--- config.mk ---
export PLATFORM = sky130hd
export DESIGN_NAME = ocfb_task_q
export DESIGN_NICKNAME = d
export VERILOG_FILES = /design/src/ocfb_pkg.sv /design/src/ocfb_task_q.sv
export SDC_FILE = /design/constraint.sdc
export NUM_CORES = 1
export LEC_CHECK = 0
export ABC_CLOCK_PERIOD_IN_PS = 6700
export BUFFER_PORTS_ARGS = -buffer_cell sky130_fd_sc_hd__buf_4
export CORE_UTILIZATION = 52
export CTS_CLUSTER_SIZE = 24
export DETAILED_ROUTE_END_ITERATION = 12
export PLACE_DENSITY = 0.78
export SLEW_MARGIN = 5
export SYNTH_ARGS = -nofsm -noshare
export SYNTH_HDL_FRONTEND = slang
export SYNTH_SLANG_ARGS = --single-unit
--- constraint.sdc ---
create_clock -name clk -period 6.7 [get_ports clk]
set_input_delay 2.01 -clock clk [delete_from_list [all_inputs] [get_ports clk]]
set_output_delay 2.01 -clock clk [all_outputs]
set_load 0.02 [all_outputs]
--- src/ocfb_pkg.sv ---
// shared types, constants and font tables of the column framebuffer blitter
package ocfb_pkg;

    localparam int SCREEN_COLUMNS = 128;
    localparam int SCREEN_PAGES   = 4;
    localparam int ADDR_W         = $clog2(SCREEN_COLUMNS);

    localparam int CMD_W    = 3;
    localparam int COLUMN_W = 8;
    localparam int SHIFT_W  = 5;
    localparam int WORD_W   = 32;
    localparam int GLYPH_W  = 8;
    localparam int PAGE_W   = 4;
    localparam int BYTE_W   = 8;
    localparam int ROM_IDX_W = 8;
    localparam int GLYPH_ROW_W = 5;

    localparam logic [CMD_W-1:0] CMD_FILL    = 3'd0;
    localparam logic [CMD_W-1:0] CMD_SPRITE  = 3'd1;
    localparam logic [CMD_W-1:0] CMD_MASKED  = 3'd2;
    localparam logic [CMD_W-1:0] CMD_DIGIT   = 3'd3;
    localparam logic [CMD_W-1:0] CMD_LETTER  = 3'd4;
    localparam logic [CMD_W-1:0] CMD_SETPOS  = 3'd5;
    localparam logic [CMD_W-1:0] CMD_SCAN    = 3'd6;

    localparam logic [BYTE_W-1:0] SETPAGE_BASE = 8'hB0;
    localparam logic [BYTE_W-1:0] COLHI_BASE   = 8'h10;
    localparam logic [GLYPH_ROW_W-1:0] GLYPH_MASK = 5'h1F;
    localparam logic [2:0] DIGIT_COLS  = 3'd3;
    localparam logic [2:0] LETTER_COLS = 3'd5;

    typedef enum logic [2:0]
    {
        K_NONE,
        K_FILL,
        K_MERGE,
        K_GLYPH,
        K_POS,
        K_SCAN
    } kind_t;

    typedef struct packed
    {
        kind_t                  kind;
        logic [COLUMN_W-1:0]    column;
        logic [PAGE_W-1:0]      page;
        logic [SHIFT_W-1:0]     shift;
        logic [WORD_W-1:0]      bits;
        logic [WORD_W-1:0]      clear;
        logic                   letter;
        logic [ROM_IDX_W-1:0]   rom_base;
    } task_t;

    typedef struct packed
    {
        logic [BYTE_W-1:0] out_byte;
        logic              is_data;
        logic              last;
    } result_t;

    localparam logic [GLYPH_ROW_W-1:0] DIGIT_ROM [0:29] = '{
        5'h0E, 5'h11, 5'h0E, 5'h02, 5'h1F, 5'h00, 5'h12, 5'h19, 5'h16, 5'h11,
        5'h15, 5'h0A, 5'h07, 5'h04, 5'h1F, 5'h17, 5'h15, 5'h09, 5'h0E, 5'h15,
        5'h08, 5'h01, 5'h19, 5'h07, 5'h0A, 5'h15, 5'h0A, 5'h02, 5'h15, 5'h0E
    };

    localparam logic [GLYPH_ROW_W-1:0] LETTER_ROM [0:129] = '{
        5'h1C, 5'h0A, 5'h09, 5'h0A, 5'h1C, 5'h1F, 5'h15, 5'h15, 5'h15, 5'h0A,
        5'h0E, 5'h11, 5'h11, 5'h11, 5'h0A, 5'h1F, 5'h11, 5'h11, 5'h11, 5'h0E,
        5'h1F, 5'h15, 5'h15, 5'h15, 5'h11, 5'h1F, 5'h05, 5'h05, 5'h05, 5'h01,
        5'h0E, 5'h11, 5'h11, 5'h15, 5'h0D, 5'h1F, 5'h04, 5'h04, 5'h04, 5'h1F,
        5'h11, 5'h11, 5'h1F, 5'h11, 5'h11, 5'h08, 5'h10, 5'h11, 5'h0F, 5'h01,
        5'h1F, 5'h04, 5'h04, 5'h0A, 5'h11, 5'h1F, 5'h10, 5'h10, 5'h10, 5'h10,
        5'h1F, 5'h01, 5'h02, 5'h01, 5'h1F, 5'h1F, 5'h02, 5'h04, 5'h08, 5'h1F,
        5'h0E, 5'h11, 5'h11, 5'h11, 5'h0E, 5'h1F, 5'h05, 5'h05, 5'h05, 5'h02,
        5'h0E, 5'h11, 5'h11, 5'h09, 5'h16, 5'h1F, 5'h05, 5'h05, 5'h05, 5'h1A,
        5'h12, 5'h15, 5'h15, 5'h15, 5'h09, 5'h01, 5'h01, 5'h1F, 5'h01, 5'h01,
        5'h0F, 5'h10, 5'h10, 5'h10, 5'h0F, 5'h03, 5'h0C, 5'h10, 5'h0C, 5'h03,
        5'h0F, 5'h10, 5'h08, 5'h10, 5'h0F, 5'h11, 5'h0A, 5'h04, 5'h0A, 5'h11,
        5'h01, 5'h02, 5'h1C, 5'h02, 5'h01, 5'h11, 5'h19, 5'h15, 5'h13, 5'h11
    };

    function automatic logic [GLYPH_ROW_W-1:0] glyph_column(
        input logic                 letter,
        input logic [ROM_IDX_W-1:0] idx
    );
        logic [GLYPH_ROW_W-1:0] row;
        if (letter)
        begin
            row = LETTER_ROM[idx];
        end
        else
        begin
            row = DIGIT_ROM[idx[4:0]];
        end
        return row;
    endfunction

endpackage

--- src/ocfb_task_q.sv ---
// two-entry queue of decoded commands between decoder and executor
module ocfb_task_q (
    input  logic            clk,
    input  logic            rst_n,
    input  logic            push,
    input  ocfb_pkg::task_t task_in,
    output logic            full,
    input  logic            pop,
    output logic            empty,
    output ocfb_pkg::task_t task_out
);

    import ocfb_pkg::*;

    task_t      entry_reg [2];
    logic       wr_ptr_reg;
    logic       wr_ptr_next;
    logic       rd_ptr_reg;
    logic       rd_ptr_next;
    logic [1:0] count_reg;
    logic [1:0] count_next;
    logic       do_push;
    logic       do_pop;

    assign full     = (count_reg == 2'd2);
    assign empty    = (count_reg == 2'd0);
    assign do_push  = push && !full;
    assign do_pop   = pop && !empty;
    assign task_out = entry_reg[rd_ptr_reg];

    always_comb
    begin
        wr_ptr_next = do_push ? ~wr_ptr_reg : wr_ptr_reg;
        rd_ptr_next = do_pop ? ~rd_ptr_reg : rd_ptr_reg;
        count_next  = count_reg;
        if (do_push && !do_pop)
        begin
            count_next = count_reg + 2'd1;
        end
        else if (do_pop && !do_push)
        begin
            count_next = count_reg - 2'd1;
        end
    end

    always_ff @(posedge clk or negedge rst_n)
    begin
        if (!rst_n)
        begin
            wr_ptr_reg <= 1'b0;
            rd_ptr_reg <= 1'b0;
            count_reg  <= 2'd0;
        end
        else
        begin
            wr_ptr_reg <= wr_ptr_next;
            rd_ptr_reg <= rd_ptr_next;
            count_reg  <= count_next;
        end
    end

    always_ff @(posedge clk)
    begin
        if (do_push)
        begin
            entry_reg[wr_ptr_reg] <= task_in;
        end
    end

endmodule

==> flow_metrics.tcl, run 1 <==
set metrics [dict create \
    outcome "completed" \
    layout-drive-gt1-share_pct 60.7 \
    placed_cell_area_um2 8520 \
    fin_nets 610 \
    grt_max_degree 69 \
    required_ns 4.69 \
    yosys-top-cells-area "edfxtp_1 81%, mux2_2 15%, dfrtp_1 1.4%, buf_6 0.98%, xnor2_1 0.38%" \
    critPathMaxFanout 68 \
    dp_cells 665 \
    syn_nets 406 \
    cts_made_buffers 17 \
    gp_congestion 0.762 \
    final.period_utilization_pct 67.0 \
    cts_resized 0 \
    cts_root_buffer "clkbuf_16" \
    post_cts.repair.setup_buffers 0 \
    clock_path_buffers 2 \
    multi_input_area_um2 1150 \
    seqCellArea_um2 5690 \
    cts_max_level 4 \
    rsz0062_at_grt "false" \
    clkLatencyLatePin_ns 0.41 \
    grt_pass1_vias 3813 \
    power_density_nw_per_um2 450 \
    dieWidth_um 117 \
    ys_ff_latch 190 \
    rows 41 \
    post-route-min-period_ns 4.49 \
    grt_first_pass_wirelength_mm 19.2 \
    fmax_mhz 223 \
    ff2ff_path_depth 5 \
    finalWirelength_mm 12.3 \
    fp.coreArea_um2 12800 \
    fillers 821 \
    track_usage_pct 18.7 \
    dp_hpwl_mm 7.99 \
    path_class "reg2out" \
    ios 192 \
    grt-ovfl-total 0 \
    start_util_pct 54.2 \
    die_h_um 117 \
    report.final.slew_viol_count 0 \
    cts_tree "done" \
    synthCells 308 \
    peakVddDrop_mv 0.293 \
    cts_sinks 190 \
    diodes 0 \
    cp-end-kind "output port" \
    final_cell_count_no_fill 696 \
    vias 3535 \
    maxCapViolations 0 \
    synth_seq_area_share_pct 82.2 \
    skew_ns 0.00349 \
    worstSetupStartpointType "flop" \
    yosysWarnings 0 \
    largest_reg_flops 186 \
    holdPathStages 1 \
    rrSetupSlack_ns 4.32 \
    ant_nets 0 \
    netlist_area_um2 6920 \
    setup_viol 0 \
    io_buffers 191 \
    arrival_ns 2.48 \
    min_path_type "reg2reg" \
    grt_antenna_before_repair 0 \
    clkTransAtPathRegs_ns 0.06 \
    first_pass_iters 4 \
    yosysTopAreaCell "edfxtp_1" \
    drtIter0Drc 202 \
    tightest_slew_ns 0.920 \
    area_delta_synth_final_pct 31.2 \
    cts-hold-fix-buffers 0 \
    setup_tns_ns 0 \
    drc_errors 0 \
    synth_top_area_share_pct 80.7 \
    fin_util_pct 71.1 \
    vias_per_cell 5.08 \
    finalInstanceArea_um2 9080 \
    hold_viol_final 0 \
    avgSynthCellArea_um2 22.5 \
    design.die.area_um2 13800 \
    leakagePower_uw 0.00340 \
    synthDistinctLibCells 15 \
    wl_per_cell_um 17.6 \
    relSlewSlack_pct 38.7 \
]
layout make-up:
type	instances	area share [%]
Multi-Input combinational cell	106	12.7
Timing Repair Buffer	195	16.1
Tap cell	172	2.37
Inverter	2	0.0827
Sequential cell	190	62.7
Clock inverter	12	1.34
Clock buffer	19	4.77
cells in the final DEF (no fill, tap or decap), drive strengths merged:
cell,Yosys,routed
xor2,2,2
clkinv,0,8
xnor2,3,3
dfrtp,4,4
o21ai,1,1
nand2b,1,1
bufinv,0,2
mux2,93,93
edfxtp,186,186
inv,2,3
nand2,1,1
clkbuf,0,19
clkinvlp,0,1
ha,1,1
nor2,3,3
buf,10,195
and3,1,1
Yosys cell counts:
cell type / instances
nor2_1: 3
edfxtp_1: 186
mux2_2: 93
and3_1: 1
nand2b_1: 1
xnor2_1: 3
buf_4: 1
xor2_1: 2
nand2_1: 1
buf_2: 3
dfrtp_1: 4
ha_1: 1
inv_1: 2
buf_6: 6
o21ai_0: 1
metrics by stage:
step	worst slack, ns	hold WS (ns)	total power (uW)
2_1_floorplan	0.183	0.461	2660
3_3_place_gp	2.65	0.498	3150
3_5_place_dp	2.62	0.519	3180
4_1_cts	2.16	0.534	4130
5_1_grt	2.05	0.570	4250
6_report	2.21	0.535	4080
path summary, 6_finish.rpt:
check / start / end
max in group asynchronous: rst_n / rd_ptr_reg
setup / recovery: rd_ptr_reg / task_out[68]
setup reg to reg: count_reg[0] / entry_reg[0][45]
hold reg to reg: count_reg[1] / count_reg[1]
min in group asynchronous: rst_n / count_reg[1]
hold / removal: count_reg[1] / count_reg[1]
cells by family after synthesis:
family,share of synthesized area (%)
compound gates,0.0723
xor+xnor,0.633
fa+ha+maj,0.181
buf+inv,1.41
flops,82.2
mux,15.1
simple gates,0.398
metal layers:
layer / track usage [%] / wire length, um / vias up
met4: 8.52 / 244 / 0
met1: 22.1 / 4920 / 1752
li1: - / - / 1625
met3: 5.35 / 811 / 19
met5: 0 / 0 / -
met2: 31.6 / 6300 / 139
where the power goes:
group          switching [uW]  total [uW]  internal, uW
Combinational             726        1370           644
Sequential                147        1770          1630
Clock                     394         938           544
Total                    1270        4080          2820
worst max-delay path, stage by stage, from the launching register on:
cell and delay (ns):
dfrtp_4 1.03, buf_4 0.48, mux2_2 0.39, buf_4 0.16
No activity file was read; power rests on OpenSTA's default activity.
==> inputs of run 2 (changes only) <==
ABC_CLOCK_PERIOD_IN_PS = 4400   (was 6700)
clock period = 4.4 ns   (was 6.7 ns; I/O delays follow)
==> run 2 against run 1 <==
Flip-flop and latch count did not move. Critical endpoint is now task_out[89]. Combinational power rose by 57%. Die area did not move. Final area rose by 0.40%. Core utilization rose by 0.28 points. Setup slack got worse by 1.3 ns. Clock-buffer cell count rose by 2. Worst hold slack improved by 0.0018 ns. Register-to-register slack got worse by 1.6 ns. Clock power rose by 55%.
==> flow_metrics.tcl, run 2 (synthesized netlist as in run 1, its figures left out) <==
set metrics [dict create \
    leakagePower_uw 0.00340 \
    critPathCapture "task_out[89]" \
    ant_nets 0 \
    grt_first_pass_wirelength_mm 18.6 \
    path_delay_family "flip-flops" \
    tightest_slew_ns 0.662 \
    setup_tns_ns 0 \
    post_cts.repair.setup_buffers 0 \
    cts_max_level 4 \
    grt_pass1_vias 3706 \
    max_stage_delay_ns 0.85 \
    track_usage_pct 18.1 \
    cts_sinks 190 \
    path_class "reg2out" \
    layout-drive-gt1-share_pct 59.8 \
    skew_ns 0.00651 \
    io_buffers 191 \
    grt_antenna_before_repair 0 \
    vias 3467 \
    routed-wl-met2_mm 6.13 \
    cts_tree "done" \
    maxCapViolations 0 \
    dp_hpwl_mm 7.81 \
    worstSetupStartpointType "flop" \
    area_delta_synth_final_pct 31.7 \
    hold_viol_final 0 \
    start_util_pct 54.2 \
    dieWidth_um 117 \
    holdWs_ns 0.537 \
    worst_slack_ns 0.895 \
    grt_max_degree 94 \
    pre_cts_slack_ns 1.28 \
    r2r-end "entry_reg[0][15]" \
    clkLatencyLatePin_ns 0.42 \
    fin_nets 609 \
    ff2ff_path_depth 4 \
    met1_length_mm 4.90 \
    design.die.area_um2 13800 \
    outcome "completed" \
    diodes 0 \
    wl_per_cell_um 17.5 \
    wl_met3_um 817 \
    power_density_nw_per_um2 687 \
    grt-ovfl-total 0 \
    gp_congestion 0.745 \
    required_ns 3.08 \
    largest_reg_flops 186 \
    rsz0062_at_grt "false" \
    post-route-min-period_ns 3.50 \
    die_h_um 117 \
    peakVddDrop_mv 0.454 \
    reg2reg_from "count_reg[0]" \
    rrSetupSlack_ns 2.68 \
    crit_chain "buf_12, mux2_2, buf_4" \
    fp.coreArea_um2 12800 \
    arrival_ns 2.18 \
    layout_commonest_cell "buf_4" \
    crit_buf_inv 2 \
    mostFrequentLayoutCells "191 x buf_4, 186 x edfxtp_1, 93 x mux2_2" \
    drc_errors 0 \
    report.final.slew_viol_count 0 \
    finalWirelength_mm 12.1 \
    setup_viol 0 \
    crit_path_top_delay_cell "dfrtp_4" \
    highest_layer "met4" \
    relSlewSlack_pct 55.8 \
    cts_made_buffers 17 \
    cp-end-kind "output port" \
    path_depth 3 \
    rows 41 \
    min_path_type "reg2reg" \
    vias_per_cell 5.00 \
    ios 192 \
    clkTransAtPathRegs_ns 0.06 \
    first_pass_iters 4 \
    crit_start "rd_ptr_reg" \
    cts-hold-fix-buffers 0 \
    clock_path_buffers 2 \
    final.period_utilization_pct 79.7 \
    cts_resized 0 \
    fmax_mhz 285 \
    cts_root_buffer "clkbuf_16" \
    drtIter0Drc 241 \
    critPathMaxFanout 49 \
]
-- run 2: how the worst min path moves through the flow --
stage	from	cells after the start	to	slack (ns)
after global placement	count_reg[1]	1	count_reg[1]	0.50
after CTS	count_reg[1]	1	count_reg[1]	0.54
after detailed placement	count_reg[1]	1	count_reg[1]	0.53
final	count_reg[1]	1	count_reg[1]	0.54
after global routing	count_reg[0]	1	count_reg[0]	0.57
after floorplan	wr_ptr_reg	1	wr_ptr_reg	0.48
-- run 2: cell type report --
class | instances | area, um^2
Clock buffer | 21 | 440
Clock inverter | 9 | 120
Fill cell | 787 | 3660
Inverter | 2 | 7.51
Multi-Input combinational cell | 106 | 1150
Sequential cell | 190 | 5690
Tap cell | 172 | 215
Timing Repair Buffer | 194 | 1490
-- run 2: per-stage QoR --
| stage | utilization [%] | power (uW) | std cells | cell area [um^2] |
|---|---|---|---|---|
| detailed placement | 67.0 | 4880 | 664 | 8550 |
| floorplan | - | 4040 | 308 | 6920 |
| CTS | 71.4 | 6340 | 694 | 9110 |
| global route | 71.4 | 6520 | 694 | 9110 |
| global placement | 67.0 | 4830 | 664 | 8550 |
| finish | 71.4 | 6260 | 694 | 9110 |
-- run 2: where the power goes --
group	internal, uW	switching (uW)
Sequential	2480	183
Combinational	1000	1150
Clock	879	576
-- run 2: metal layers --
layer | global-route usage (%) | up-vias
li1 | - | 1621
met1 | 21.5 | 1688
met5 | 0 | -
met3 | 5.40 | 18
met2 | 30.4 | 140
met4 | 8.20 | 0
==> inputs of run 3 (changes only) <==
ABC_CLOCK_PERIOD_IN_PS = 3250   (was 4400)
clock period = 3.25 ns   (was 4.4 ns; I/O delays follow)
==> run 3 against run 2 <==
Routed wire length up 2.2%. Clock-buffer cell count increased by 5. Clock power rose by 38%. Critical path type unchanged. Largest cell class unchanged.
==> flow_metrics.tcl, run 3 (synthesized netlist as in run 1, its figures left out) <==
set metrics [dict create \
    layout-drive-gt1-share_pct 60.5 \
    io_buffers 191 \
    leakagePower_uw 0.00343 \
    die_h_um 117 \
    cts_max_level 4 \
    fillers 811 \
    holdWs_ns 0.335 \
    rsz0062_at_grt "false" \
    p_sw_uw 2620 \
    path_class "reg2out" \
    arrival_ns 2.05 \
    grt_pass1_vias 3678 \
    cts_root_buffer "clkbuf_16" \
    critPathMaxFanout 37 \
    wl_per_cell_um 17.7 \
    cts_sinks 190 \
    setup_tns_ns 0 \
    clock_path_buffers 2 \
    drc_errors 0 \
    final.period_utilization_pct 93.1 \
    swShare_pct 30.6 \
    track_usage_pct 19.2 \
    grt_max_degree 57 \
    gp_congestion 0.741 \
    cts_made_buffers 17 \
    final_cell_count_no_fill 699 \
    grt_antenna_before_repair 0 \
    placed_cell_area_um2 8580 \
    rows 41 \
    fp.coreArea_um2 12800 \
    ant_nets 0 \
    diodes 0 \
    finalInstanceArea_um2 9150 \
    start_util_pct 54.2 \
    clkLatencyLatePin_ns 0.43 \
    pwr-share-clk_pct 23.4 \
    required_ns 2.27 \
    outcome "completed" \
    mostFrequentLayoutCells "194 x buf_4, 186 x edfxtp_1, 93 x mux2_2" \
    dp_cells 667 \
    cts-hold-fix-buffers 0 \
    design.die.area_um2 13800 \
    min_path_type "in2async" \
    hold_viol_final 0 \
    p_int_uw 5930 \
    skew_ns 0.00837 \
    drtIter0Drc 209 \
    report.final.slew_viol_count 0 \
    seq_power_share_pct 41.9 \
    maxCapViolations 0 \
    total_power_uw 8550 \
    finalWirelength_mm 12.4 \
    fmax_mhz 330 \
    largest_reg_flops 186 \
    tightest_slew_ns 0.755 \
    worstSetupStartpointType "flop" \
    post-route-min-period_ns 3.03 \
    area_delta_synth_final_pct 32.3 \
    vias_per_cell 4.95 \
    cts_resized 0 \
    power_density_nw_per_um2 934 \
    comb_power_share_pct 34.7 \
    cp-end-kind "output port" \
    peakVddDrop_mv 0.552 \
    first_pass_iters 4 \
    grt-ovfl-total 0 \
    setup_viol 0 \
    relSlewSlack_pct 49.7 \
    post_cts.repair.setup_buffers 0 \
    ios 192 \
    dp_hpwl_mm 8.23 \
    clkTransAtPathRegs_ns 0.06 \
    fin_nets 612 \
    cts_tree "done" \
    dieWidth_um 117 \
    grt_first_pass_wirelength_mm 19.5 \
    vias 3459 \
    layout_commonest_cell "buf_4" \
]
==> run 3: cell type report <==
cell class	instances	area, um^2	area share [%]
Clock buffer	26	489	5.35
Clock inverter	6	86.3	0.943
Inverter	2	7.51	0.0820
Multi-Input combinational cell	106	1150	12.5
Sequential cell	190	5690	62.2
Tap cell	172	215	2.35
Timing Repair Buffer	197	1520	16.6
==> run 3: stage by stage <==
| stage | utilization (%) | setup WS [ns] |
|---|---|---|
| global route | 71.7 | 0.149 |
| CTS | 71.7 | 0.198 |
| finish | 71.7 | 0.224 |
| global placement | 67.1 | 0.684 |
| floorplan | - | 0.361 |
| detailed placement | 67.1 | 0.676 |
==> run 3: power by group through the flow <==
stage	logic (uW)	clock network, uW	registers [uW]
after global routing	3140	2140	3630
after detailed placement	2990	0	3640
after CTS	3010	2040	3590
final	2970	2000	3580
after global placement	2970	0	3600
after floorplan	1930	0	3510
==> run 3: worst paths after layout <==
check / startpoint / endpoint / slack, ns / depth (start not counted)
max: rd_ptr_reg / task_out[85] / 0.22 / 3
min: rst_n / count_reg[1] / 0.34 / 1
max reg2reg: count_reg[0] / entry_reg[0][1] / 1.39 / 4
min reg2reg: count_reg[1] / count_reg[1] / 0.51 / 1
max in group asynchronous: rst_n / rd_ptr_reg / 2.80 / 1
min in group clk: count_reg[1] / count_reg[1] / 0.51 / 1
==> run 3: per-layer routing <==
metal  vias up  routed length [um]  GRT usage, %
met5         -                   0             0
met4         0                 173          7.22
met3        15                1010          7.34
met2       149                6230          31.7
met1      1668                4960          22.8
li1       1627                   -             -
==> run 3: critical path, cell delays in order, from the launching register on <==
cell	delay, ns
dfrtp_4	0.77
buf_12	0.28
mux2_2	0.37
buf_4	0.17
