[src/ocfb_pkg.sv]
// shared types, constants and font tables of the column framebuffer blitter
package ocfb_pkg;

    localparam int SCREEN_COLUMNS = 128;
    localparam int SCREEN_PAGES   = 4;
    localparam int ADDR_W         = $clog2(SCREEN_COLUMNS);

    localparam int CMD_W    = 3;
    localparam int COLUMN_W = 8;
    localparam int SHIFT_W  = 5;
    localparam int WORD_W   = 32;
    localparam int GLYPH_W  = 8;
    localparam int PAGE_W   = 4;
    localparam int BYTE_W   = 8;
    localparam int ROM_IDX_W = 8;
    localparam int GLYPH_ROW_W = 5;

    localparam logic [CMD_W-1:0] CMD_FILL    = 3'd0;
    localparam logic [CMD_W-1:0] CMD_SPRITE  = 3'd1;
    localparam logic [CMD_W-1:0] CMD_MASKED  = 3'd2;
    localparam logic [CMD_W-1:0] CMD_DIGIT   = 3'd3;
    localparam logic [CMD_W-1:0] CMD_LETTER  = 3'd4;
    localparam logic [CMD_W-1:0] CMD_SETPOS  = 3'd5;
    localparam logic [CMD_W-1:0] CMD_SCAN    = 3'd6;

    localparam logic [BYTE_W-1:0] SETPAGE_BASE = 8'hB0;
    localparam logic [BYTE_W-1:0] COLHI_BASE   = 8'h10;
    localparam logic [GLYPH_ROW_W-1:0] GLYPH_MASK = 5'h1F;
    localparam logic [2:0] DIGIT_COLS  = 3'd3;
    localparam logic [2:0] LETTER_COLS = 3'd5;

    typedef enum logic [2:0]
    {
        K_NONE,
        K_FILL,
        K_MERGE,
        K_GLYPH,
        K_POS,
        K_SCAN
    } kind_t;

    typedef struct packed
    {
        kind_t                  kind;
        logic [COLUMN_W-1:0]    column;
        logic [PAGE_W-1:0]      page;
        logic [SHIFT_W-1:0]     shift;
        logic [WORD_W-1:0]      bits;
        logic [WORD_W-1:0]      clear;
        logic                   letter;
        logic [ROM_IDX_W-1:0]   rom_base;
    } task_t;

    typedef struct packed
    {
        logic [BYTE_W-1:0] out_byte;
        logic              is_data;
        logic              last;
    } result_t;

    localparam logic [GLYPH_ROW_W-1:0] DIGIT_ROM [0:29] = '{
        5'h0E, 5'h11, 5'h0E, 5'h02, 5'h1F, 5'h00, 5'h12, 5'h19, 5'h16, 5'h11,
        5'h15, 5'h0A, 5'h07, 5'h04, 5'h1F, 5'h17, 5'h15, 5'h09, 5'h0E, 5'h15,
        5'h08, 5'h01, 5'h19, 5'h07, 5'h0A, 5'h15, 5'h0A, 5'h02, 5'h15, 5'h0E
    };

    localparam logic [GLYPH_ROW_W-1:0] LETTER_ROM [0:129] = '{
        5'h1C, 5'h0A, 5'h09, 5'h0A, 5'h1C, 5'h1F, 5'h15, 5'h15, 5'h15, 5'h0A,
        5'h0E, 5'h11, 5'h11, 5'h11, 5'h0A, 5'h1F, 5'h11, 5'h11, 5'h11, 5'h0E,
        5'h1F, 5'h15, 5'h15, 5'h15, 5'h11, 5'h1F, 5'h05, 5'h05, 5'h05, 5'h01,
        5'h0E, 5'h11, 5'h11, 5'h15, 5'h0D, 5'h1F, 5'h04, 5'h04, 5'h04, 5'h1F,
        5'h11, 5'h11, 5'h1F, 5'h11, 5'h11, 5'h08, 5'h10, 5'h11, 5'h0F, 5'h01,
        5'h1F, 5'h04, 5'h04, 5'h0A, 5'h11, 5'h1F, 5'h10, 5'h10, 5'h10, 5'h10,
        5'h1F, 5'h01, 5'h02, 5'h01, 5'h1F, 5'h1F, 5'h02, 5'h04, 5'h08, 5'h1F,
        5'h0E, 5'h11, 5'h11, 5'h11, 5'h0E, 5'h1F, 5'h05, 5'h05, 5'h05, 5'h02,
        5'h0E, 5'h11, 5'h11, 5'h09, 5'h16, 5'h1F, 5'h05, 5'h05, 5'h05, 5'h1A,
        5'h12, 5'h15, 5'h15, 5'h15, 5'h09, 5'h01, 5'h01, 5'h1F, 5'h01, 5'h01,
        5'h0F, 5'h10, 5'h10, 5'h10, 5'h0F, 5'h03, 5'h0C, 5'h10, 5'h0C, 5'h03,
        5'h0F, 5'h10, 5'h08, 5'h10, 5'h0F, 5'h11, 5'h0A, 5'h04, 5'h0A, 5'h11,
        5'h01, 5'h02, 5'h1C, 5'h02, 5'h01, 5'h11, 5'h19, 5'h15, 5'h13, 5'h11
    };

    function automatic logic [GLYPH_ROW_W-1:0] glyph_column(
        input logic                 letter,
        input logic [ROM_IDX_W-1:0] idx
    );
        logic [GLYPH_ROW_W-1:0] row;
        if (letter)
        begin
            row = LETTER_ROM[idx];
        end
        else
        begin
            row = DIGIT_ROM[idx[4:0]];
        end
        return row;
    endfunction

endpackage

[src/ocfb_front.sv]
// command decoder: classifies a command and prepares shifted words and font index
module ocfb_front (
    input  logic [ocfb_pkg::CMD_W-1:0]    command,
    input  logic [ocfb_pkg::COLUMN_W-1:0] column,
    input  logic [ocfb_pkg::SHIFT_W-1:0]  shift,
    input  logic [ocfb_pkg::WORD_W-1:0]   pixels,
    input  logic [ocfb_pkg::WORD_W-1:0]   mask,
    input  logic [ocfb_pkg::GLYPH_W-1:0]  glyph,
    input  logic [ocfb_pkg::PAGE_W-1:0]   page,
    output ocfb_pkg::task_t               task_out
);

    import ocfb_pkg::*;

    logic [15:0]          prod10;
    logic [15:0]          prod26;
    logic [GLYPH_W-1:0]   rem10_raw;
    logic [GLYPH_W-1:0]   rem26_raw;
    logic [GLYPH_W-1:0]   rem10;
    logic [GLYPH_W-1:0]   rem26;
    logic [WORD_W-1:0]    pix_shifted;
    logic [WORD_W-1:0]    mask_shifted;

    // reciprocal multiply for the quotient, one correction step on the remainder
    assign prod10    = 16'(glyph) * 16'd205;
    assign prod26    = 16'(glyph) * 16'd79;
    assign rem10_raw = glyph - 8'(8'(prod10[15:11]) * 8'd10);
    assign rem26_raw = glyph - 8'(8'(prod26[15:11]) * 8'd26);
    assign rem10     = (rem10_raw >= 8'd10) ? rem10_raw - 8'd10 : rem10_raw;
    assign rem26     = (rem26_raw >= 8'd26) ? rem26_raw - 8'd26 : rem26_raw;

    assign pix_shifted  = pixels << shift;
    assign mask_shifted = mask << shift;

    always_comb
    begin
        task_out          = '0;
        task_out.column   = column;
        task_out.page     = page;
        task_out.shift    = shift;
        task_out.bits     = pix_shifted;
        task_out.clear    = '1;
        case (command)
            CMD_FILL:
            begin
                task_out.kind = K_FILL;
                task_out.bits = pixels;
            end
            CMD_SPRITE:
            begin
                task_out.kind = K_MERGE;
            end
            CMD_MASKED:
            begin
                task_out.kind  = K_MERGE;
                task_out.clear = mask_shifted;
            end
            CMD_DIGIT:
            begin
                task_out.kind     = K_GLYPH;
                task_out.letter   = 1'b0;
                task_out.rom_base = ROM_IDX_W'(rem10 * 8'd3);
            end
            CMD_LETTER:
            begin
                task_out.kind     = K_GLYPH;
                task_out.letter   = 1'b1;
                task_out.rom_base = ROM_IDX_W'(rem26 * 8'd5);
            end
            CMD_SETPOS:
            begin
                task_out.kind = K_POS;
            end
            CMD_SCAN:
            begin
                task_out.kind = K_SCAN;
            end
            default:
            begin
                task_out.kind = K_NONE;
            end
        endcase
    end

endmodule

[config.mk]
export PLATFORM = sky130hd
export DESIGN_NAME = ocfb_front
export DESIGN_NICKNAME = d
export VERILOG_FILES = /design/src/ocfb_pkg.sv /design/src/ocfb_front.sv
export SDC_FILE = /design/constraint.sdc
export NUM_CORES = 1
export LEC_CHECK = 0
export BUFFER_PORTS_ARGS = -buffer_cell sky130_fd_sc_hd__buf_2
export CAP_MARGIN = 5
export CORE_MARGIN = 3
export CORE_UTILIZATION = 57
export DETAILED_ROUTE_END_ITERATION = 7
export PLACE_DENSITY = 0.84
export SLEW_MARGIN = 20
export SYNTH_ARGS = -nofsm -noshare
export SYNTH_HDL_FRONTEND = slang
export SYNTH_SLANG_ARGS = --single-unit
[constraint.sdc]
create_clock -name vclk -period 16.9
set_clock_uncertainty 0.1 [all_clocks]
set_input_delay 3.38 -clock vclk [all_inputs]
set_output_delay 3.38 -clock vclk [all_outputs]
set_load 0.05 [all_outputs]
==> results of run 1 <==
## per-stage QoR
| step | util | instance area (um2) |
|---|---|---|
| 2_1_floorplan | - | 7190 |
| 3_3_place_gp | 0.650 | 7910 |
| 3_5_place_dp | 0.650 | 7910 |
| 4_1_cts | 0.650 | 7910 |
| 5_1_grt | 0.650 | 7910 |
| 6_report | 0.650 | 7910 |
## worst paths after layout
| check | startpoint | to |
|---|---|---|
| worst max-delay path | glyph[5] | task_out[7] |
| worst min-delay path | column[7] | task_out[89] |
## layer usage
metal	track usage	routed length [um]	vias up
met5	0	0	-
met2	0.466	9510	346
met1	0.347	7970	3293
li1	-	-	3369
met4	0.0762	498	0
met3	0.0258	1420	47
## logic make-up after synthesis
family                   after synthesis  synth area share
adder cells (fa/ha/maj)              144             0.282
AO/OA/AOI/OAI                        211             0.185
XOR/XNOR                              52            0.0653
AND/OR/NAND/NOR                      222             0.134
multiplexers                         111             0.244
buffers and inverters                153            0.0909
## cells in the final DEF, fill, tap and decap left out, types with 3 or more instances in the layout
cell and n:
a211oi_1 14, a21o_1 18, a21oi_1 51, a22o_1 13, a311oi_1 5, a31oi_1 3, and2_1 11, and3_1 4
buf_2 160, buf_4 5, fa_1 30, ha_1 113, inv_1 81, mux2_2 12, mux2i_1 49, mux4_2 50
nand2_1 116, nand2b_1 4, nand3_1 11, nor2_1 51, nor2b_1 10, nor3_1 6, o211ai_1 8, o21a_1 8
o21ai_0 70, o221ai_1 5, o22ai_1 3, xnor2_1 29, xor2_1 22
## cell type report
type	count	area share
Multi-Input combinational cell	740	0.828
Tap cell	168	0.0266
Timing Repair Buffer	165	0.106
Inverter	84	0.0399
==> results.md, run 1 <==
- Fmax: 64.2 MHz
- Critical path's most frequent cell: ha_1
- DR WL/cell: 16.8 um
- Antenna viol nets, final: 0
- Max_cap viols: 0
- Post-CTS Hold Fix Bufs: 0
- Commonest cells post-synth: nand2_1, ha_1, inv_1
- Via count: about 7,000
- Ranking of synthesized cells by area: ha_1, mux4_2, fa_1
- Place WS: 1.36 ns
- Routed WL: 19,400 um
- First-pass GRT wire length: 32,000 um
- Syn Area/Cell: 8.05 um2
- Non-Filler Instances: between 1,000 and 1,500
- Mapped Cells: between 800 and 900
- FF+latch count: 0
- Share of the synthesized area in the top cell type: 0.197
- Slowest stage delay, CP: 0.54 ns
- Nets: 1,226
- Layout cells sized above 1: 0.244
- Hold Slack: between 6 and 7 ns
- Yosys top cell by area: ha_1
- RSZ-0062 raised after global routing: no
- Io pins: between 150 and 200
- Antenna violations before repair: 0
- Status: complete, no violations
- Hold-critical path depth: 0
- Mapped Area: 0.00719 mm2
- Fillcell total: 1,084
- Core Area: 0.0122 mm2
- Worst slew margin: 0.271
- Rows: 40
- Die X-Extent: 118 um
- Yosys Warn Count: 0
- Initial DRT Pass Iterations: 5
- Slew Viols, Final: 0
- TNS Setup: 0 ns
- Final antenna diode count: 0
- # DRC: 0
- Setup ws final: 1.33 ns
- Delay-heaviest family, CP: adder cells
- Tmin final: between 15 and 20 ns
- WP buf/inv: 8
- Area grow syn2layout: 9.99%
- Syn Nets: 1,128
- DRT iter0 DRCs: 671
- GR Util All Layers: 0.266
- Final period utilization: 0.921
- CP Class: in -> out
- Via density: approximately 6
- Largest net degree at the start of global routing: 74
- Stages on the worst setup path: 38
- Placed insts: 1,157
- Gr ovfl total: 0
- Starting density of the core: 0.591
- Final count of negative-setup-slack endpoints: 0
- CP Launch Type: primary input
- Worst EP arrival: 12.09 ns
- Post_cts resized: 0
- Sequential fraction of the synthesis area: 0
- Fin. Hold Viols: 0
- Worst Setup End Kind: primary output
- Slowest cell on crit path: fa_1
- Worst hold path class: in -> out
- Top-count cell post-synth: nand2_1
- Synth cell types: 53
- Die ar.: 0.0140 mm2
- Vias in the first global route: 6,716
- Detailed Place HPWL: between 15,000 and 20,000 um
- Port Buffers: between 150 and 200
- Reg area: 0 um2
- Die height: 118 um
- Slew of the pin with the lowest slew margin: 1.09 ns
- Post-CTS Setup Bufs: 0
- Gp weighted congestion: 0.931
- WP data required: 13.42 ns
- Max FO, Critical Path: 10
- Multi-input logic area: 0.00654 mm2
- Clk_buf instances: 0
Power of run 1 is not shown: default switching activity piles up to over one toggle a cycle in this logic, so the estimate is an artifact.
==> run 2: changes to the inputs <==
CELL_PAD_IN_SITES_DETAIL_PLACEMENT = 1   (was not set)
CELL_PAD_IN_SITES_GLOBAL_PLACEMENT = 2   (was not set)
CORE_UTILIZATION = 32   (was 57)
PLACE_DENSITY = 0.83   (was 0.84)
==> results.md, run 2 (synthesized netlist as in run 1, its figures left out) <==
- Routed WL: 24,100 um (was 19,400 um)
- TNS Setup: 0 ns (unchanged)
- Die height: 156 um (was 118 um)
- Met3 Resource Use GR: 0.0202 (was 0.0258)
- Final period utilization: 0.919 (was 0.921)
- Critical path's most frequent cell: ha_1 (unchanged)
- Slew Viols, Final: 0 (unchanged)
- Gp weighted congestion: 0.860 (was 0.931)
- Post-CTS Hold Fix Bufs: 0 (unchanged)
- Gr ovfl total: 0 (unchanged)
- Tmin final: 15.54 ns (was 15.57 ns)
- Critical path endpoint: task_out[7] (unchanged)
- CP Class: in -> out (unchanged)
- RSZ-0062 raised after global routing: no (unchanged)
- Vias in the first global route: 7,365 (was 6,716)
- Io pins: 185 (unchanged)
- Clk_buf instances: 0 (unchanged)
- Worst EP arrival: 12.06 ns (was 12.09 ns)
- CP Launch Type: primary input (unchanged)
- Slowest cell on crit path: fa_1 (unchanged)
- Final count of negative-setup-slack endpoints: 0 (unchanged)
- Fin. Hold Viols: 0 (unchanged)
- Slew of the pin with the lowest slew margin: 1.12 ns (was 1.09 ns)
- Detailed Place HPWL: 19,900 um (was 15,900 um)
- Fillcell total: 2,723 (was 1,084)
- DRT iter0 DRCs: 346 (was 671)
- DR WL/cell: 19.0 um (was 16.8 um)
- Most frequent cells in the layout: buf_2, nand2_1, ha_1 (unchanged)
- GRT Max-Usage Layer: met2 (unchanged)
- Slowest stage delay, CP: 0.53 ns (was 0.54 ns)
- Via count: 7,049 (was 7,055)
- First-pass GRT wire length: 38,900 um (was 32,000 um)
- Initial DRT Pass Iterations: 5 (unchanged)
- Antenna viol nets, final: 0 (unchanged)
- Max_cap viols: 0 (unchanged)
- Largest net degree at the start of global routing: 74 (unchanged)
- Die ar.: 0.0243 mm2 (was 0.0140 mm2)
- Most common cell after layout, fill and taps aside: buf_2 (unchanged)
- Met2 Use GR: 0.358 (was 0.466)
- Starting density of the core: 0.327 (was 0.591)
- FF+latch count: 0 (unchanged)
- Reg area: 0 um2 (unchanged)
- Crit path from: glyph[5] (unchanged)
- Post_cts resized: 0 (unchanged)
- Layout cells sized above 1: 0.246 (was 0.244)
- Met1 Track Usage GR: 0.245 (was 0.347)
- Max FO, Critical Path: 10 (unchanged)
- Fmax: 64.4 MHz (was 64.2 MHz)
- Worst Setup End Kind: primary output (unchanged)
- Via density: 5.54 (was 6.10)
- Rows: 54 (was 40)
- Port Buffers: 161 (unchanged)
- Post-CTS Setup Bufs: 0 (unchanged)
- Worst slew margin: 0.252 (was 0.271)
- Nets: 1,229 (was 1,226)
- Antenna violations before repair: 0 (unchanged)
- # DRC: 0 (unchanged)
- WP data required: 13.42 ns (about the same)
- Worst hold path class: in -> out (unchanged)
- Die X-Extent: 156 um (was 118 um)
- Area grow syn2layout: 12.3% (was 9.99%)
- GR Util All Layers: 0.191 (was 0.266)
- Final antenna diode count: 0 (unchanged)
- Status: complete, no violations (unchanged)
- Core Area: 0.0220 mm2 (was 0.0122 mm2)
run 2: cell count changes in the layout (fill, tap and decap cells not counted), sizes merged:
cell	previous run	this run
buf	165	168
inv	83	82
clkinv	1	2
run 2: worst min path at each step:
| stage | start | to | slack, ns | cells after the start |
|---|---|---|---|---|
| 6_report | column[0] | task_out[82] | 6.66 | 0 |
| 5_1_grt | column[0] | task_out[82] | 6.66 | 0 |
| 4_1_cts | page[0] | task_out[78] | 6.66 | 0 |
| 3_5_place_dp | page[0] | task_out[78] | 6.66 | 0 |
| 3_3_place_gp | page[0] | task_out[78] | 6.66 | 0 |
| 2_1_floorplan | shift[0] | task_out[73] | 6.83 | 1 |
run 2: per-layer routing:
metal / routed length [um] / part of all wire
met3: 1330 / 0.055
met1: 10100 / 0.42
met2: 12500 / 0.52
met5: 0 / 0
met4: 202 / 0.0084
run 2: cell type report:
class	count	area, um2	share of cell area
Inverter	84	315	0.0391
Timing Repair Buffer	168	861	0.107
Tap cell	280	350	0.0434
Multi-Input combinational cell	740	6550	0.811
run 2: worst max-delay path: cells and delay by family:
kind	cells	cell delay, ns
AO/OA/AOI/OAI	9	1.63
XOR/XNOR	7	1.34
AND/OR/NAND/NOR	2	0.33
buffers and inverters	8	1.01
adder cells (fa/ha/maj)	12	4.35
run 2: through the flow:
step	area, um2	hold WS [ns]	setup slack, ns	utilization	std cells
2_1_floorplan	7190	6.83	1.91	-	893
3_3_place_gp	8070	6.66	1.57	0.367	1272
3_5_place_dp	8070	6.66	1.31	0.368	1272
4_1_cts	8070	6.66	1.29	0.368	1272
5_1_grt	8070	6.66	0.602	0.368	1272
6_report	8070	6.66	1.36	0.368	1272
Power of run 2 is left out for the same reason.
==> run 3: changes to the inputs <==
PLACE_DENSITY = not set   (was 0.83)
PLACE_DENSITY_LB_ADDON = 0.1   (was not set)
==> results.md, run 3 (synthesized netlist as in run 1, its figures left out) <==
- Status: complete, no violations (unchanged)
- Via density: 5.41 (was 5.54)
- Post_cts resized: 0 (unchanged)
- M1 WL: 12,000 um (was 10,100 um)
- Routed WL: 23,900 um (was 24,100 um)
- Post-CTS Hold Fix Bufs: 0 (unchanged)
- Reg area: 0 um2 (unchanged)
- Hold Slack: 6.66 ns (unchanged)
- Met3 wire length: 1080 um (was 1330 um)
- Most frequent cells in the layout: buf_2, nand2_1, ha_1 (unchanged)
- Tmin final: 15.72 ns (was 15.54 ns)
- GR Util All Layers: 0.193 (was 0.191)
- Top Metal Used: met4 (unchanged)
- Port Buffers: 161 (unchanged)
- Die ar.: 0.0243 mm2 (unchanged)
- Via count: 6,892 (was 7,049)
- Nets: 1,230 (was 1,229)
- CP Class: in -> out (unchanged)
- Final count of negative-setup-slack endpoints: 0 (unchanged)
- Die X-Extent: 156 um (unchanged)
- Gp weighted congestion: 0.814 (was 0.860)
- # DRC: 0 (unchanged)
- Rows: 54 (unchanged)
- Antenna violations before repair: 0 (unchanged)
- Worst slew margin: 0.337 (was 0.252)
- Antenna viol nets, final: 0 (unchanged)
- Slew Viols, Final: 0 (unchanged)
- DR WL/cell: 18.8 um (was 19.0 um)
- Area grow syn2layout: 12.4% (was 12.3%)
- Gr ovfl total: 0 (unchanged)
- Core Area: 0.0220 mm2 (unchanged)
- Largest net degree at the start of global routing: 74 (unchanged)
- First-pass GRT wire length: 39,000 um (was 38,900 um)
- Slowest cell on crit path: o41ai_1 (was fa_1)
- Max FO, Critical Path: 10 (unchanged)
- Critical path's most frequent cell: ha_1 (unchanged)
- TNS Setup: 0 ns (unchanged)
- DRT iter0 DRCs: 293 (was 346)
- FF+latch count: 0 (unchanged)
- Most common cell after layout, fill and taps aside: buf_2 (unchanged)
- Die height: 156 um (unchanged)
- Worst Setup End Kind: primary output (unchanged)
- CP Launch Type: primary input (unchanged)
- Hold-critical path depth: 0 (unchanged)
- WP data required: 13.42 ns (about the same)
- Slowest stage delay, CP: 0.57 ns (was 0.53 ns)
- Worst hold path class: in -> out (unchanged)
- WL met2: 10,600 um (was 12,500 um)
- Worst EP arrival: 12.24 ns (was 12.06 ns)
- Final period utilization: 0.930 (was 0.919)
- Fmax: 63.6 MHz (was 64.4 MHz)
- Post-CTS Setup Bufs: 0 (unchanged)
- RSZ-0062 raised after global routing: no (unchanged)
- Layout cells sized above 1: 0.247 (was 0.246)
- Fin. Hold Viols: 0 (unchanged)
- Starting density of the core: 0.327 (unchanged)
- Clk_buf instances: 0 (unchanged)
- Detailed Place HPWL: 19,600 um (was 19,900 um)
- Max_cap viols: 0 (unchanged)
- Initial DRT Pass Iterations: 4 (was 5)
- Final antenna diode count: 0 (unchanged)
- Vias in the first global route: 7,212 (was 7,365)
- Slew of the pin with the lowest slew margin: 0.991 ns (was 1.12 ns)
- Io pins: 185 (unchanged)
-- run 3: per-layer routing --
metal | up-vias | global-route usage
met5 | - | 0
met4 | 0 | 0.0109
met3 | 12 | 0.0128
met2 | 162 | 0.312
met1 | 3351 | 0.297
li1 | 3367 | -
-- run 3: cell type report --
type                       instances  area, um2
fill                            2742      13900
multi-input combinational        740       6540
timing repair buffer             169        868
tap                              280        350
inverter                          84        315
-- run 3: critical path: cells and delay by family --
kind,cells,cell delay (ns)
adders and majority gates,12,4.35
AOI/OAI and AO/OA,9,1.81
xor gates and xnor gates,7,1.34
buffers and inverters,8,1.00
and+or+nand+nor,2,0.33
-- run 3: per-stage QoR --
step / cell area [um2] / util / worst slack [ns] / std cells
finish: 8080 / 0.368 / 1.18 / 1273
CTS: 8080 / 0.368 / 1.14 / 1273
global placement: 8080 / 0.368 / 1.44 / 1273
floorplan: 7190 / - / 1.91 / 893
global route: 8080 / 0.368 / 0.484 / 1273
detailed placement: 8080 / 0.368 / 1.18 / 1273
-- run 3: final timing paths --
check             startpoint      endpoint  slack [ns]
setup / recovery    glyph[5]   task_out[7]        1.18
hold / removal       page[1]  task_out[79]        6.66
Power of run 3 is left out for the same reason.
